[src/oad_pkg.sv]
// Shared types, codes and limits for the obstacle-avoidance drive controller.
// No dependencies; used by oad_step and obstacle_avoid_drive_fsm_core.
`timescale 1ns / 1ps

package oad_pkg;

    // Fixed timing limits, in milliseconds
    localparam logic [31:0] STALE_LIMIT_MS    = 32'd100;
    localparam logic [31:0] TURN_MIN_MS       = 32'd300;
    localparam logic [31:0] JUNCTION_COOLDOWN = 32'd1000;

    // Car mode codes
    localparam logic [1:0] MODE_STOP   = 2'd0;
    localparam logic [1:0] MODE_MANUAL = 2'd1;

    // Motion command codes
    localparam logic [2:0] MV_STOP    = 3'd0;
    localparam logic [2:0] MV_FWD     = 3'd1;
    localparam logic [2:0] MV_BACK    = 3'd2;
    localparam logic [2:0] MV_ROT_L   = 3'd3;
    localparam logic [2:0] MV_ROT_R   = 3'd4;
    localparam logic [2:0] MV_CURVE_R = 3'd5;
    localparam logic [2:0] MV_CURVE_L = 3'd6;
    localparam logic [2:0] MV_NONE    = 3'd7;

    // Reported phase codes
    localparam logic [2:0] PH_FWD   = 3'd0;
    localparam logic [2:0] PH_PAUSE = 3'd1;
    localparam logic [2:0] PH_REV   = 3'd2;
    localparam logic [2:0] PH_TL    = 3'd3;
    localparam logic [2:0] PH_TR    = 3'd4;

    // Configuration register indexes
    localparam logic [2:0] CFG_FRONT_STOP      = 3'd0;
    localparam logic [2:0] CFG_FRONT_CLEAR     = 3'd1;
    localparam logic [2:0] CFG_SIDE_OPEN       = 3'd2;
    localparam logic [2:0] CFG_SIDE_BLOCKED    = 3'd3;
    localparam logic [2:0] CFG_JUNCTION_MARGIN = 3'd4;
    localparam logic [2:0] CFG_PAUSE_TIME      = 3'd5;
    localparam logic [2:0] CFG_REVERSE_TIME    = 3'd6;
    localparam logic [2:0] CFG_TURN_MAX        = 3'd7;

    // Drive machine, one-hot
    typedef enum logic [4:0] {
        ST_FWD   = 5'b00001,
        ST_PAUSE = 5'b00010,
        ST_REV   = 5'b00100,
        ST_TL    = 5'b01000,
        ST_TR    = 5'b10000
    } phase_t;

    typedef struct packed {
        phase_t      phase;
        logic [31:0] phase_start;
        logic [31:0] last_junction;
        logic        prefer_left;
    } drv_state_t;

    typedef struct packed {
        logic [15:0] stop_dist_mm;
        logic [15:0] clear_dist_mm;
        logic [15:0] branch_open_mm;
        logic [15:0] wall_near_mm;
        logic [15:0] junction_margin_mm;
        logic [31:0] pause_time_ms;
        logic [31:0] backup_time_ms;
        logic [31:0] turn_max_ms;
    } cfg_t;

    typedef struct packed {
        logic [1:0]  car_mode;
        logic [31:0] now_ms;
        logic [15:0] front_mm;
        logic [15:0] left_mm;
        logic [15:0] right_mm;
        logic        front_ok;
        logic        left_ok;
        logic        right_ok;
        logic [31:0] front_stamp_ms;
        logic [31:0] left_stamp_ms;
        logic [31:0] right_stamp_ms;
    } tick_t;

    typedef struct packed {
        logic [2:0] motion;
        logic [2:0] drive_phase;
    } result_t;

    // Map the one-hot phase onto its reported code
    function automatic logic [2:0] phase_code(input phase_t ph);
        logic [2:0] code;
        case (ph)
            ST_PAUSE: code = PH_PAUSE;
            ST_REV:   code = PH_REV;
            ST_TL:    code = PH_TL;
            ST_TR:    code = PH_TR;
            default:  code = PH_FWD;
        endcase
        return code;
    endfunction

endpackage

[src/oad_step.sv]
// One control tick of the drive machine: motion command and next state.
// Combinational; depends on oad_pkg.
`timescale 1ns / 1ps

module oad_step (
    input  oad_pkg::tick_t      tick,
    input  oad_pkg::cfg_t       cfg,
    input  oad_pkg::drv_state_t cur,
    output oad_pkg::drv_state_t nxt,
    output oad_pkg::result_t    res
);

    logic        fv, lv, rv;
    logic [31:0] el;
    logic [31:0] since_junction;
    logic [15:0] lim;
    logic        l_blocked, r_blocked;
    logic        pick_left;

    // Freshness of each reading, wrapping time differences
    assign fv = tick.front_ok &&
                ((tick.now_ms - tick.front_stamp_ms) <= oad_pkg::STALE_LIMIT_MS);
    assign lv = tick.left_ok &&
                ((tick.now_ms - tick.left_stamp_ms) <= oad_pkg::STALE_LIMIT_MS);
    assign rv = tick.right_ok &&
                ((tick.now_ms - tick.right_stamp_ms) <= oad_pkg::STALE_LIMIT_MS);

    assign el             = tick.now_ms - cur.phase_start;
    assign since_junction = tick.now_ms - cur.last_junction;
    assign lim            = tick.front_mm + cfg.junction_margin_mm;
    assign l_blocked      = !lv || (tick.left_mm < cfg.wall_near_mm);
    assign r_blocked      = !rv || (tick.right_mm < cfg.wall_near_mm);

    // Side choice: the wider fresh side, left when only left is fresh
    assign pick_left = (lv && rv) ? (tick.left_mm >= tick.right_mm) : lv;

    logic [2:0] mv;

    always_comb begin
        nxt = cur;
        mv  = oad_pkg::MV_STOP;
        if (tick.car_mode == oad_pkg::MODE_STOP || tick.car_mode == oad_pkg::MODE_MANUAL) begin
            nxt.phase         = oad_pkg::ST_FWD;
            nxt.phase_start   = tick.now_ms;
            nxt.last_junction = tick.now_ms;
            mv = (tick.car_mode == oad_pkg::MODE_STOP) ? oad_pkg::MV_STOP : oad_pkg::MV_NONE;
        end else if (!fv) begin
            // Stale front reading: hold everything and stop
            mv = oad_pkg::MV_STOP;
        end else begin
            case (cur.phase)
                oad_pkg::ST_FWD: begin
                    if (tick.front_mm <= cfg.stop_dist_mm) begin
                        mv              = oad_pkg::MV_STOP;
                        nxt.prefer_left = pick_left;
                        nxt.phase       = oad_pkg::ST_PAUSE;
                        nxt.phase_start = tick.now_ms;
                    end else if (since_junction >= oad_pkg::JUNCTION_COOLDOWN && lv && rv) begin
                        if (tick.left_mm >= cfg.branch_open_mm && tick.left_mm > lim &&
                            tick.left_mm > tick.right_mm) begin
                            mv                = oad_pkg::MV_ROT_L;
                            nxt.phase         = oad_pkg::ST_TL;
                            nxt.phase_start   = tick.now_ms;
                            nxt.last_junction = tick.now_ms;
                        end else if (tick.right_mm >= cfg.branch_open_mm && tick.right_mm > lim &&
                                     tick.right_mm > tick.left_mm) begin
                            mv                = oad_pkg::MV_ROT_R;
                            nxt.phase         = oad_pkg::ST_TR;
                            nxt.phase_start   = tick.now_ms;
                            nxt.last_junction = tick.now_ms;
                        end else if (tick.left_mm < cfg.wall_near_mm) begin
                            mv = oad_pkg::MV_CURVE_R;
                        end else if (tick.right_mm < cfg.wall_near_mm) begin
                            mv = oad_pkg::MV_CURVE_L;
                        end else begin
                            mv = oad_pkg::MV_FWD;
                        end
                    end else if (lv && tick.left_mm < cfg.wall_near_mm) begin
                        mv = oad_pkg::MV_CURVE_R;
                    end else if (rv && tick.right_mm < cfg.wall_near_mm) begin
                        mv = oad_pkg::MV_CURVE_L;
                    end else begin
                        mv = oad_pkg::MV_FWD;
                    end
                end
                oad_pkg::ST_PAUSE: begin
                    mv = oad_pkg::MV_STOP;
                    if (el >= cfg.pause_time_ms) begin
                        if (l_blocked && r_blocked) begin
                            mv        = oad_pkg::MV_BACK;
                            nxt.phase = oad_pkg::ST_REV;
                        end else if (cur.prefer_left) begin
                            mv        = oad_pkg::MV_ROT_L;
                            nxt.phase = oad_pkg::ST_TL;
                        end else begin
                            mv        = oad_pkg::MV_ROT_R;
                            nxt.phase = oad_pkg::ST_TR;
                        end
                        nxt.phase_start = tick.now_ms;
                    end
                end
                oad_pkg::ST_REV: begin
                    mv = oad_pkg::MV_BACK;
                    if (el >= cfg.backup_time_ms) begin
                        nxt.prefer_left = pick_left;
                        if (pick_left) begin
                            mv        = oad_pkg::MV_ROT_L;
                            nxt.phase = oad_pkg::ST_TL;
                        end else begin
                            mv        = oad_pkg::MV_ROT_R;
                            nxt.phase = oad_pkg::ST_TR;
                        end
                        nxt.phase_start = tick.now_ms;
                    end
                end
                oad_pkg::ST_TL, oad_pkg::ST_TR: begin
                    mv = (cur.phase == oad_pkg::ST_TL) ? oad_pkg::MV_ROT_L : oad_pkg::MV_ROT_R;
                    if ((el >= oad_pkg::TURN_MIN_MS && tick.front_mm >= cfg.clear_dist_mm) ||
                        el >= cfg.turn_max_ms) begin
                        mv                = oad_pkg::MV_STOP;
                        nxt.phase         = oad_pkg::ST_FWD;
                        nxt.phase_start   = tick.now_ms;
                        nxt.last_junction = tick.now_ms;
                    end
                end
                default: begin
                    mv                = oad_pkg::MV_STOP;
                    nxt.phase         = oad_pkg::ST_FWD;
                    nxt.phase_start   = tick.now_ms;
                    nxt.last_junction = tick.now_ms;
                end
            endcase
        end
    end

    assign res.motion      = mv;
    assign res.drive_phase = oad_pkg::phase_code(nxt.phase);

endmodule

[src/obstacle_avoid_drive_fsm_core.sv]
// Top level of the obstacle-avoidance drive controller: stream ports, config
// registers, request and result registers. Depends on oad_pkg and oad_step.
`timescale 1ns / 1ps

// Each request is one control tick; it yields exactly one result, the motion
// command and the drive phase after the step. A request is taken into an input
// register, evaluated by the combinational step logic against the held drive
// state, and the result lands in an output register while the state updates at
// the same edge. One request per clock is sustained while m_tready stays high;
// a request moves from the request register to the result register once that
// is empty or being read. The result register parts the two sides, so a new
// request is taken while a result waits, and only a stall on the result side
// with both registers full holds s_tready low. Configuration writes take effect
// on the next clock and should be made while no request is in flight.
module obstacle_avoid_drive_fsm_core (
    input  logic         aclk,
    input  logic         aresetn,
    // Request channel
    input  logic         s_tvalid,
    output logic         s_tready,
    // car_mode[1:0], now_ms[33:2], front_mm[49:34], left_mm[65:50],
    // right_mm[81:66], front_ok[82], left_ok[83], right_ok[84],
    // front_stamp_ms[116:85], left_stamp_ms[148:117], right_stamp_ms[180:149]
    input  logic [183:0] s_tdata,
    // Result channel
    output logic         m_tvalid,
    input  logic         m_tready,
    // motion[2:0], drive_phase[5:3]
    output logic [7:0]   m_tdata,
    // Configuration write port
    input  logic         cfg_wr_en,
    input  logic [2:0]   cfg_index,
    input  logic [31:0]  cfg_wdata
);

    oad_pkg::tick_t      tick_in;
    oad_pkg::tick_t      tick_reg;
    logic                in_valid_reg;
    oad_pkg::result_t    res_reg;
    oad_pkg::result_t    res_next;
    logic                out_valid_reg;
    oad_pkg::drv_state_t state_reg;
    oad_pkg::drv_state_t state_next;
    oad_pkg::cfg_t       cfg_reg;
    logic                advance;

    // Unpack the request word
    assign tick_in.car_mode       = s_tdata[1:0];
    assign tick_in.now_ms         = s_tdata[33:2];
    assign tick_in.front_mm       = s_tdata[49:34];
    assign tick_in.left_mm        = s_tdata[65:50];
    assign tick_in.right_mm       = s_tdata[81:66];
    assign tick_in.front_ok       = s_tdata[82];
    assign tick_in.left_ok        = s_tdata[83];
    assign tick_in.right_ok       = s_tdata[84];
    assign tick_in.front_stamp_ms = s_tdata[116:85];
    assign tick_in.left_stamp_ms  = s_tdata[148:117];
    assign tick_in.right_stamp_ms = s_tdata[180:149];

    // Advance when the held request can move into the result register
    assign advance  = in_valid_reg && (!out_valid_reg || m_tready);
    assign s_tready = !in_valid_reg || advance;

    oad_step u_step (
        .tick (tick_reg),
        .cfg  (cfg_reg),
        .cur  (state_reg),
        .nxt  (state_next),
        .res  (res_next)
    );

    // Request register
    always_ff @(posedge aclk) begin
        if (!aresetn) begin
            in_valid_reg <= 1'b0;
        end else if (s_tready) begin
            in_valid_reg <= s_tvalid;
        end
        if (s_tready && s_tvalid) begin
            tick_reg <= tick_in;
        end
    end

    // Result register and drive state
    always_ff @(posedge aclk) begin
        if (!aresetn) begin
            out_valid_reg           <= 1'b0;
            state_reg.phase         <= oad_pkg::ST_FWD;
            state_reg.phase_start   <= 32'd0;
            state_reg.last_junction <= 32'd0;
            state_reg.prefer_left   <= 1'b1;
        end else if (advance) begin
            out_valid_reg <= 1'b1;
            state_reg     <= state_next;
        end else if (m_tready) begin
            out_valid_reg <= 1'b0;
        end
        if (advance) begin
            res_reg <= res_next;
        end
    end

    // Configuration registers
    always_ff @(posedge aclk) begin
        if (!aresetn) begin
            cfg_reg.stop_dist_mm       <= 16'd250;
            cfg_reg.clear_dist_mm      <= 16'd400;
            cfg_reg.branch_open_mm     <= 16'd500;
            cfg_reg.wall_near_mm       <= 16'd150;
            cfg_reg.junction_margin_mm <= 16'd200;
            cfg_reg.pause_time_ms      <= 32'd300;
            cfg_reg.backup_time_ms     <= 32'd500;
            cfg_reg.turn_max_ms        <= 32'd1500;
        end else if (cfg_wr_en) begin
            case (cfg_index)
                oad_pkg::CFG_FRONT_STOP:      cfg_reg.stop_dist_mm       <= cfg_wdata[15:0];
                oad_pkg::CFG_FRONT_CLEAR:     cfg_reg.clear_dist_mm      <= cfg_wdata[15:0];
                oad_pkg::CFG_SIDE_OPEN:       cfg_reg.branch_open_mm     <= cfg_wdata[15:0];
                oad_pkg::CFG_SIDE_BLOCKED:    cfg_reg.wall_near_mm       <= cfg_wdata[15:0];
                oad_pkg::CFG_JUNCTION_MARGIN: cfg_reg.junction_margin_mm <= cfg_wdata[15:0];
                oad_pkg::CFG_PAUSE_TIME:      cfg_reg.pause_time_ms      <= cfg_wdata;
                oad_pkg::CFG_REVERSE_TIME:    cfg_reg.backup_time_ms     <= cfg_wdata;
                oad_pkg::CFG_TURN_MAX:        cfg_reg.turn_max_ms        <= cfg_wdata;
                default: begin
                end
            endcase
        end
    end

    assign m_tvalid = out_valid_reg;
    assign m_tdata  = {2'b00, res_reg.drive_phase, res_reg.motion};

endmodule

[config.mk]
export PLATFORM = sky130hd
export DESIGN_NAME = obstacle_avoid_drive_fsm_core
export DESIGN_NICKNAME = d
export VERILOG_FILES = /design/src/oad_pkg.sv /design/src/oad_step.sv /design/src/obstacle_avoid_drive_fsm_core.sv
export SDC_FILE = /design/constraint.sdc
export NUM_CORES = 1
export LEC_CHECK = 0
export BUFFER_PORTS_ARGS = -buffer_cell sky130_fd_sc_hd__clkbuf_2
export CAP_MARGIN = 20
export CORE_MARGIN = 5
export CORE_UTILIZATION = 52
export CTS_BUF_LIST = sky130_fd_sc_hd__clkbuf_8
export DETAILED_ROUTE_END_ITERATION = 16
export GPL_TIMING_DRIVEN = 1
export PLACE_DENSITY_LB_ADDON = 0.1
export SKIP_LAST_GASP = 1
export SLEW_MARGIN = 20
export SYNTH_ARGS = -nofsm -noshare
export SYNTH_HDL_FRONTEND = slang
export SYNTH_SLANG_ARGS = --single-unit
[constraint.sdc]
create_clock -name aclk -period 9.64 [get_ports aclk]
set_clock_uncertainty 0.05 [all_clocks]
set_input_delay 0.482 -clock aclk [delete_from_list [all_inputs] [get_ports aclk]]
set_output_delay 0.482 -clock aclk [all_outputs]
set_load 0.02 [all_outputs]
== Yosys cells after proc, flatten, opt, wreduce, memory -nomap -nowiden ==
Index checks and enable logic that the tools add are counted.
Cells by class
  mux-type cells: 41
  order comparisons: 19
  add/subtract/negate cells: 6
  bitwise gates (word level): 1
  $mul: 0
  eq/ne operators: 28
  shift operators: 0
  div/mod/pow operators: 0
  reduce and logical (&&, ||, !) cells: 44
Operators with widths (number)
  $mux W69: 5
  $sub A32 B32 Y32: 5
  $pmux W37 S4: 1
  $mux W37: 3
  $ge A32 B32 Y1: 3
  $le A32 B7 Y1 const B: 3
  $pmux W32 S3: 1
  $mux W70: 1
  $ge A16 B16 Y1: 4
  $gt A16 B16 Y1: 4
  $mux W3: 18
  $ge A32 B10 Y1 const B: 1
  $ge A32 B9 Y1 const B: 1
  $lt A16 B16 Y1: 2
  $mux W32: 1
  $pmux W3 S4: 2
  $add A16 B16 Y16: 1
  $le A16 B16 Y1: 1
  $logic_and A1 B1 Y1: 16
  $reduce_and A2 Y1: 8
  $mux W5: 3
  $reduce_and A7 Y1: 2
  $eq A3 B3 Y1 const B: 4
  $ne A3 B1 Y1 const B: 4
  22 further kinds: 45
Word-level totals
  register bits: 435
  input port bits: 224
  memory bits (writable): 0
  bits in latches: 0
  memories kept: 0
  output and inout bits: 10
  ROM bits: 0

== Depth between registers and ports, before layout ==
  depth in word-level cells: 13
  depth in mapped cells: 29
  mapped depth without buffers: 27

== Modules after synthesis ==
From an unflattened synthesis, not the netlist that was laid out.
Unflattened totals
  cells, all modules: 3964
  area, all modules: 33997.6 µm²
Modules (own cells, without submodules)
  oad_step: instances 1, seq. area each 0.0 µm², cells each 2823, area each 19543.7 µm²
  obstacle_avoid_drive_fsm_core: instances 1, seq. area each 10580.1 µm², cells each 1141, area each 14453.9 µm²

== Worst setup path before layout ==
Ideal clock, no wire load.
  path type: reg-to-reg
  from: register tick_reg[154] (netlist bit)
  to: register state_reg[3] (netlist bit)
  arrival: 5369 ps
  cell stages (with the launch flop): 24
  buffers on the path: 3
  setup time: 132 ps
  setup slack: 4090 ps
  cell sequence: edfxtp_1 ha_1 clkbuf_1 and4_1 o2111ai_1 a2111o_1 o311ai_0 nand3_1 and2_1 ha_1 a2111oi_0 o21ai_0 o2111ai_1 nand2_1 a211o_1 o32a_1 nor4b_1 and4_1 nand2_1 a21oi_1 o31a_1 buf_2 clkbuf_1 o21ai_0
On the way
  word-level cells in the longest chain between the ends: 7
  elaborated cells on any way between the ends: 22
RTL lines
  from (decl): line obstacle_avoid_drive_fsm_core.sv:37  | oad_pkg::tick_t tick_reg;
  from (signal assigned): line obstacle_avoid_drive_fsm_core.sv:80  | tick_reg <= tick_in;
  $sub A32 B32 Y32: line oad_step.sv:24  | ((tick.now_ms - tick.left_stamp_ms) <= oad_pkg::STALE_LIMIT_MS);
  $le A32 B7 Y1: line oad_step.sv:24
  $logic_and A1 B1 Y1: line oad_step.sv:23  | assign lv = tick.left_ok &&
  $logic_and A1 B1 Y1 (2 in series): line oad_step.sv:58  | end else if (since_junction >= oad_pkg::JUNCTION_COOLDOWN && lv && rv) begin
  $ne A3 B1 Y1 (no source line)
  $reduce_and A7 Y1 (no source line) *
  to (signal assigned): line obstacle_avoid_drive_fsm_core.sv:94  | state_reg <= state_next;
  to (decl): line obstacle_avoid_drive_fsm_core.sv:42  | oad_pkg::drv_state_t state_reg;
Every way passes the cells marked *; elsewhere a longest branch is shown, timed or not.
A chain may end at the register's enable or synchronous reset.

== Worst setup path after layout ==
  from: register tick_reg[163] (netlist bit)
  to: register state_reg[25] (netlist bit)
Same word-level chain as after synthesis.

==> reports/summary.md <==
• **status** complete, no violations
• **wire length the detailed router placed on met1** 44400 um
• **MaxCap Viol Count** 0
• **max reg flops** 181
• **signed area change from the synthesized netlist to the final layout** 17.0%
• **number of global-route vias before repair** 29160
• **count of buffers inserted at the top-level ports** 228
• **gate count of the mapped netlist** 3972
• **width of the chip** 261 um
• **startpoint class of the critical path** flop
• **static power due to leakage** 0.0158 uW
• **CTS Buf Count** 82
• **Setup violations, final** 0
• **post-route fraction of the period consumed by the critical path** 72.7%
• **row count** 92
• **final wirelength** 102000 um
• **Placed Area** 34600 um2
• **estimated wirelength of the detail-placed design** 73900 um
• **Core Footprint** 62600 um2
• **DRC violations left** 0
• **setup repair after global routing missed its margin** false
• **critical path data required time** 10.12 ns
• **critical path class** reg2reg
• **starting utilization of the core area** 52.2%
• **Yosys top cell area share** 17.2%
• **mean area per synthesized cell** 8.23 um2
• **count of cell types in the netlist** 98
• **Async S/R FF share, synth** 0%
• **wire length per cell** 19.3 um
• **worst-path fanout max** 64
• **measured slew at the worst slew-check pin** 1.00 ns
• **via density per instance** 5.82
• **count of routing violations after the opening detailed-route iteration** 2033
• **number of nets in the final layout** 4998
• **Remaining Overflow, GRT** 0
• **top routing layer used** met5
• **worst vdd ir** 0.110 mV
• **Reg clk slew, reported paths** 0.07 ns
• **largest net degree at the start of global routing** 73
• **Yosys Warn Count** 0
• **TNS Setup** 0 ns
• **CTS H-tree depth** 3
• **fin cells** 5278
• **class of the tightest hold or removal check** in2reg
• **fraction of layout cells with a size suffix above 1** 9.90%
• **placed cell count** 4928
• **overall die area** 68000 um2
• **number of antenna violations at the first check in global routing** 5
• **final number of hold-violating endpoints** 0
• **final design area excluding fillers** 38300 um2
• **worst slew slack as a fraction of its limit** 31.6%
• **Chip Height** 261 um
• **maximum clock insertion buffer count** 3
• **First-pass DRT Iterations** 5
• **Achievable Freq** 143 MHz
• **post-CTS sizing** 0
• **share of the yosys chip area belonging to registers** 32.4%
• **count of flip-flops with a built-in enable after synthesis** 187
• **Synth area leader** edfxtp_1
• **cells taking the most area after synthesis** edfxtp_1 (17%), ha_1 (16%), dfxtp_1 (15%)
• **power per cell area** 142 nW/um2
• **combined area of all synthesized cells** 32700 um2
• **number of vias in the routed layout** 30704
• **worst skew pair latency** 0.70 ns
• **Root Buffer** clkbuf_8
• **most used flip-flop cell after synthesis** dfxtp_1
• **total count of max-transition violations in the final report** 0
• **buffers inserted during post-CTS setup optimization** 0
• **Num Clock Sinks** 435
• **endpoint arrival time on the critical path** 7.48 ns
• **critical path endpoint category** flop
• **WL met3** 6870 um
• **I/O pin count** 234
• **wire length of the first global-routing pass** 158000 um
• **routability congestion estimate from global placement** 0.940
• **global routing usage summed across all routing layers** 29.1%
• **Routed met2 length** 46400 um
• **Post-DRT Antenna Nets** 0
• **Synth Register Bits** 435
• **TritonCTS clock tree** yes
• **Final min period** 7.01 ns
• **sum of internal, switching and leakage power** 5420 uW
## where the power goes
part           internal [uW]  switching, uW  leakage, uW
Clock                   1040            863     0.000972
Combinational            579            872       0.0110
Sequential              2000           58.0      0.00384
Total                   3630           1790       0.0158
## synth_stat cells (11+ instances only)
library cell	number
clkbuf_2	15
nor2_1	205
nand2_1	542
o21ai_0	202
and2_1	19
dfxtp_1	248
o31ai_1	21
inv_1	389
xnor2_1	46
or4_1	15
a31oi_1	19
and3_1	23
a211o_1	20
nor4_1	27
o22ai_1	13
mux2i_1	51
ha_1	408
clkbuf_1	126
o21bai_1	12
or2_2	11
a21o_1	96
xor2_1	34
o211ai_1	73
a211oi_1	57
or3_1	27
edfxtp_1	187
nor2b_1	41
nand3b_1	12
o2111ai_1	13
a21oi_1	388
a2111oi_0	18
o21a_1	52
nand2b_1	51
nor3_1	69
nand4_1	96
nand3_1	122
## layout make-up
| cell class | count | area [um2] |
|---|---|---|
| timing repair buffer | 468 | 3440 |
| clock inverter | 55 | 432 |
| sequential | 435 | 10600 |
| multi-input combinational | 2985 | 20000 |
| fill | 5679 | 24400 |
| tap | 846 | 1060 |
| antenna | 6 | 15.0 |
| clock buffer | 92 | 1270 |
| inverter | 391 | 1470 |
## worst paths after layout
kind,to,slack [ns],from,cells after the start
setup / recovery,state_reg[25],2.63,tick_reg[163],21
hold / removal,m_tvalid,0.05,m_tready,4
setup reg to reg,state_reg[25],2.63,tick_reg[163],21
hold reg to reg,cfg_reg[137],0.40,cfg_reg[137],2
## routing by layer
| metal | up-vias | track usage (%) |
|---|---|---|
| li1 | 15180 | - |
| met1 | 14368 | 38.3 |
| met2 | 944 | 47.9 |
| met3 | 210 | 4.63 |
| met4 | 2 | 11.5 |
| met5 | - | 0 |
## stage by stage
step	setup slack (ns)	utilization (%)	hold WS (ns)
detailed placement	2.36	55.2	0.396
CTS	2.35	61.1	0.00440
global route	2.18	61.1	0.0446
finish	2.63	61.1	0.0487
global placement	2.43	55.2	0.393
floorplan	4.09	-	0.386
## critical path: stages (launching register included)
cell and delay (ns):
edfxtp_1 0.78, ha_1 0.44, a21oi_1 0.28, o21ai_0 0.23, and3_1 0.24, nor4_1 0.28, o311ai_0 0.34, a21o_1 0.27
and2_1 0.19, ha_1 0.29, a2111oi_0 0.36, o21ai_0 0.15, o2111ai_1 0.12, nand2_1 0.11, a211o_1 0.24, o32a_1 0.41
nor4b_1 0.31, and4_1 0.24, nand2_1 0.15, a21oi_1 0.52, o31a_4 0.60, o21ai_0 0.20
## kinds of logic (layout without fill, tap and decap cells)
family                     Yosys count  in the layout  share of synthesized area, %
DFF                                435            435                          32.4
buffers and inverters              553           1006                          6.58
and+or+nand+nor                   1319           1319                          19.4
AOI/OAI and AO/OA                 1116           1116                          21.9
other                                1              8                        0.0115
adders and majority gates          411            411                          15.8
muxes                               57             57                          1.77
xor gates and xnor gates            80             80                          2.14
## what timing repair did
action,CTS,global route
hold buffers,197,0
endpoints found under the setup margin,0,0
endpoints found under the hold margin,227,0
## placed cells by master, fill, tap and decap left out, types with 51 or more instances in the layout
cell	synthesis	routed
a21o_1	96	96
nand2b_1	51	51
inv_1	389	416
ha_1	408	408
dlygate4sd3_1	0	197
nand2_1	542	542
o21a_1	52	52
o211ai_1	73	73
nand4_1	96	96
clkbuf_2	15	227
nor3_1	69	68
nor2_1	205	202
a211oi_1	57	57
edfxtp_1	187	187
mux2i_1	51	51
a21oi_1	388	388
nand3_1	122	122
dfxtp_1	248	248
o21ai_0	202	202
clkbuf_8	0	92
(Power assumes the default switching activity.)
